===== src/aesd_ram.sv =====
`default_nettype none
module aesd_ram #(
	parameter int Width = 128,
	parameter int Depth = 11
) (
	input  wire logic                     clk,
	input  wire logic                     we,
	input  wire logic [$clog2(Depth)-1:0] waddr,
	input  wire logic [Width-1:0]         wdata,
	input  wire logic [$clog2(Depth)-1:0] raddr,
	output logic      [Width-1:0]         rdata
);
	logic [Width-1:0] mem_q [Depth];

	always_ff @(posedge clk) begin
		if (we) mem_q[waddr] <= wdata;
		rdata <= mem_q[raddr];
	end
endmodule
`default_nettype wire


===== config.mk =====
export PLATFORM = sky130hd
export DESIGN_NAME = aesd_ram
export DESIGN_NICKNAME = d
export VERILOG_FILES = /design/src/aesd_ram.sv
export SDC_FILE = /design/constraint.sdc
export NUM_CORES = 1
export LEC_CHECK = 0
export BUFFER_PORTS_ARGS = -buffer_cell sky130_fd_sc_hd__buf_2
export CAP_MARGIN = 5
export CORE_MARGIN = 8
export CORE_UTILIZATION = 45
export CTS_BUF_LIST = sky130_fd_sc_hd__clkbuf_16
export CTS_CLUSTER_DIAMETER = 150
export CTS_CLUSTER_SIZE = 24
export DETAILED_ROUTE_END_ITERATION = 16
export GPL_ROUTABILITY_DRIVEN = 1
export HOLD_SLACK_MARGIN = 0.02
export SKIP_LAST_GASP = 1
export SLEW_MARGIN = 40
export SYNTH_ARGS = -nofsm -noshare
export SYNTH_HDL_FRONTEND = slang
export SYNTH_SLANG_ARGS = --single-unit
export TNS_END_PERCENT = 5

===== constraint.sdc =====
create_clock -name clk -period 30 [get_ports clk]
set_clock_uncertainty 0.15 [all_clocks]
set_input_delay 3 -clock clk [delete_from_list [all_inputs] [get_ports clk]]
set_output_delay 3 -clock clk [all_outputs]
set_load 0.02 [all_outputs]

Yosys cells after proc, flatten, opt, wreduce, memory -nomap -nowiden
Memory sizes are Yosys's and may differ from the RTL's. A register that Yosys moved wholly into a read port is not among the register bits.
Index checks and enable logic that the tools add are counted.
{"block": "classes", "n_mux": 2}
{"cell": "$mux 1", "n": 2}
{"block": "word_totals", "inputBits": 138, "ram_bits": 1408, "register_bits": 0, "out_inout_bits": 128, "memories": 1, "word_cells": 3}
{"memory": "mem_q", "depth": 11, "word_bits": 128, "read_ports": 1, "rd_ports_with_merged_regs": 1, "write_ports": 1, "line": "13", "rtl": "logic [Width-1:0] mem_q [Depth];"}

Longest topological paths before layout
{"block": "depth", "depth_word": 2, "depth_mapped": 6, "depth_no_buf": 3}

Worst setup path after synthesis
No wires, ideal clock.
{"block": "synth_path", "path_kind": "input port to flip-flop", "startpoint": "input waddr[3]", "endpoint": "memory mem_q[0][0], enable pin", "setup_ps": 774, "required_ps": 29076, "n_path_buf": 0, "cell_stages": 2, "path_slack_ps": 16922, "t_arrival_ps": 12154, "path_cell_list": "or3b_2 > nor3_1"}
{"element": "from (decl)", "line": "8", "rtl": "input wire logic [$clog2(Depth)-1:0] waddr,"}
{"element": "to (decl)", "line": "13"}
Straight into the memory's write port.

==> results.md <==
Run status:
- The flow ran to the end, and the final reports show no timing, DRC or antenna violations.

Power and ir drop:
- The maximum resistive drop on vdd is 0.0363 mV.
- The leakage power of the design is 21.0 nW.
- The cell area power density is 59.5 mW/mm^2.

Setup path:
- The critical-path maximum fanout is 66.
- The startpoint kind of the worst setup timing path is an input pin.
- The start of the worst register-to-register path is mem_q[3][15].
- The flop-to-flop setup slack is 28.37 ns.
- The capturing element of the worst setup path is rdata[55].
- Data on the critical path arrives at its endpoint at 5.93 ns.
- In this run the worst setup path begins at raddr[0].
- The critical path is of the input pin to register type.
- Counting cells, the worst reg-to-reg path comes to 3.
- The endpoint identified for the worst register-to-register timing path is rdata[15].
- STA classifies the critical path endpoint as a register.
- For the worst setup path, the data required time is 30.37 ns.

Die:
- The die outline height is 373 um.
- The site row count is 131.
- The overall die width is 373 um.
- The core area is 0.127 mm^2.
- During I/O placement, the number of pins put on the boundary was 266.
- For this configuration, the core starts out at a cell density of 45.2%.
- The die covers 0.139 mm^2.

Clock tree:
- The cts-stage hold buffer count is 0.
- The clock passes through at most 3 buffers.
- The number of setup buffers added after CTS is 0.
- Clock-pin slew was measured on the worst setup and hold paths at 0.09 ns.
- The number of buffers created by CTS is 74.
- TritonCTS built the clock tree.
- The clock tree synthesis step divided the H-tree into 3 levels.
- The root cell of the clock tree is clkbuf_16.
- The clock latency of the later-clocked register in the worst-skew pair is 0.67 ns.
- The quantity of gates resized following cts is 0.
- The tree built by TritonCTS fans out to 1536 sinks.

Timing:
- The worst path setup slack after routing is 24.44 ns.
- The number of endpoints with negative hold slack in the final report is 0.
- The shortest clock period the worst path allows after layout is 5.56 ns.
- Headroom to the max-slew limit came out at 42.5%.
- Setup repair after global routing left no endpoint under its margin.
- Setup violations remaining at the end of the flow were counted as 0.
- Timing would allow up to 0.180 GHz.
- The max-slew violation count is 0.
- The setup TNS is 0 ns.
- The worst hold margin is 0.423 ns.
- The post-route clock period utilization is 18.5%.
- The pin slew with the least headroom to its limit is 0.863 ns.

Finish:
- The final instance area is 0.0631 mm^2.
- In the final design database the tool counted 3379 nets.
- The synthesis-to-finish area growth is 9.75%.
- The fraction of final layout cells with drive strength greater than 1 is 24.5%.
- The post-route non-filler standard cell count is 4976.

Global routing:
- The total overflow left after global routing is 0.
- The first global-routing pass estimated 196000 um of wire.
- The initial antenna violation count is 48.
- The all-layer global routing usage is 18.7%.
- The via count of the first global-routing pass is 29200.
- Entering global routing, the biggest net connects 101 pins.

Placement:
- The half-perimeter wire length of the detailed placement result is 70700 um.
- At the end of routability-driven placement, the weighted congestion stood at 0.725.
- Once placement finished, the instance area stood at 0.0609 mm^2.
- During placement, the flow inserted port buffers numbering 265.
- Counting tap cells, the placed design contains a total of 4827 instances.
- The post-placement worst setup slack is 23.64 ns.

Route:
- The highest metal layer carrying signal wires in the routed design is met5.
- The amount of wire on met3 after detailed routing is 8180 um.
- For this run, design rule violations remaining after detail routing come to 0.
- The via total after detailed routing is 28400.
- Wire segments on met2 add up to 64800 um in the final route.
- The average wire per cell in the routed design is 27.0 um.
- The count of nets left with antenna violations once routing finished came out at 0.
- The DRC violation total after the first TritonRoute iteration is 2421.
- For this block, the routed nets add up to 134000 um of wire.
- The detailed-routing wirelength on met1 is 58500 um.
- The number of optimization iterations in the first detailed-route pass is 7.
- Dividing the detail-routed via count by the number of cells gives 5.70.

Yosys:
- The net count after synthesis is 3159.
- Counting distinct cell types in the post-synthesis netlist gives 20.
- The share of the yosys chip area belonging to registers is 78.0%.
- The number of standard cells after synthesis is 3021.
- The number of synthesis warnings is 0.
- The synthesis-stage register bit count is 1536.
- The per-instance average area after synthesis is 19.0 um^2.
- The cell area after technology mapping is 0.0575 mm^2.

Hold path:
- In this run the most critical hold path is launched from mem_q[10][67].
- The worst hold path was traced through 3 stages.
- The class of the tightest hold or removal check is register to register.

Flow run:
- The max-capacitance violation count is 0.
[power breakdown]
group | total, mW | switching [mW] | internal (mW) | leakage [nW]
Clock | 1.10 | 0.635 | 0.462 | 1.23
Sequential | 2.41 | 0.0204 | 2.39 | 13.8
Combinational | 0.246 | 0.157 | 0.0883 | 5.93
Total | 3.75 | 0.812 | 2.94 | 21.0
[critical path: stages]
cell and delay [ns]:
buf_8 0.31, buf_16 0.37, buf_12 0.32, buf_16 0.32, buf_4 0.73, mux2_2 0.42, o211ai_1 0.19, o31ai_1 0.12
[area by class of cell]
cell class              count  area, um^2
flip-flops and latches   1536       44800
well taps                1662        2080
clock buffers              75        1880
fillers                 10300       64100
diodes                     18        45.0
repair buffers            328        2210
clock inverters            56         263
multi-input cells        1301       11800
[how the worst min path moves through the flow]
stage                end
2_1_floorplan   rdata[0]
3_3_place_gp   rdata[50]
3_5_place_dp   rdata[88]
4_1_cts        rdata[67]
5_1_grt        rdata[41]
6_report       rdata[67]
[logic make-up (layout without fill, tap and decap cells)]
logic type / Yosys count / in the layout / share of synthesized area, %
DFF: 1536 / 1536 / 78.0
muxes: 640 / 640 / 12.0
AOI/OAI and AO/OA: 512 / 512 / 6.69
buffers and inverters: 184 / 459 / 1.71
and+or+nand+nor: 149 / 149 / 1.58
other: 0 / 18 / 0
[metrics by stage]
stage	total power [mW]	util, %
after floorplan	2.60	-
after global placement	2.69	47.5
after detailed placement	2.71	47.9
after CTS	3.79	49.5
after global routing	3.88	49.6
final	3.75	49.6
[Yosys cell counts, drive strengths merged]
library cell,n,area (um^2)
edfxtp,1408,42300
mux2,384,4320
mux2i,256,2560
nand2b,131,820
a22o,128,1120
dfxtp,128,2560
o211ai,128,961
o22ai,128,801
o31ai,128,961
clkbuf,93,349
buf,91,632
nor2,9,33.8
nor3,3,15.0
nand2,2,7.51
nand3b,2,15.0
nor2b,1,6.26
or3b,1,8.76
[placed cells by master (no fill, tap or decap), types with 3 or more instances in the layout]
master,Yosys,final
buf_8,0,4
buf_4,42,25
nor3_2,0,3
diode_2,0,18
dfxtp_1,128,128
nand2b_1,131,130
o22ai_1,128,128
nor2_4,0,9
buf_12,0,4
buf_16,0,12
mux2_2,384,384
o31ai_1,128,128
clkbuf_16,0,75
buf_6,13,21
inv_1,0,52
edfxtp_1,1408,1408
buf_2,28,262
mux2i_1,256,256
o211ai_1,128,128
a22o_1,128,128
[per-layer routing]
| layer | GRT usage, % | vias up |
|---|---|---|
| met5 | 0 | - |
| met4 | 5.01 | 22 |
| met3 | 3.32 | 170 |
| met2 | 30.9 | 744 |
| met1 | 25.7 | 14900 |
| li1 | - | 12600 |
[flip-flops by register name, summed over array words and instances, names as in the netlist]
register,count
mem_q,1408
rdata,128
Power figures use the tool's default switching activity.
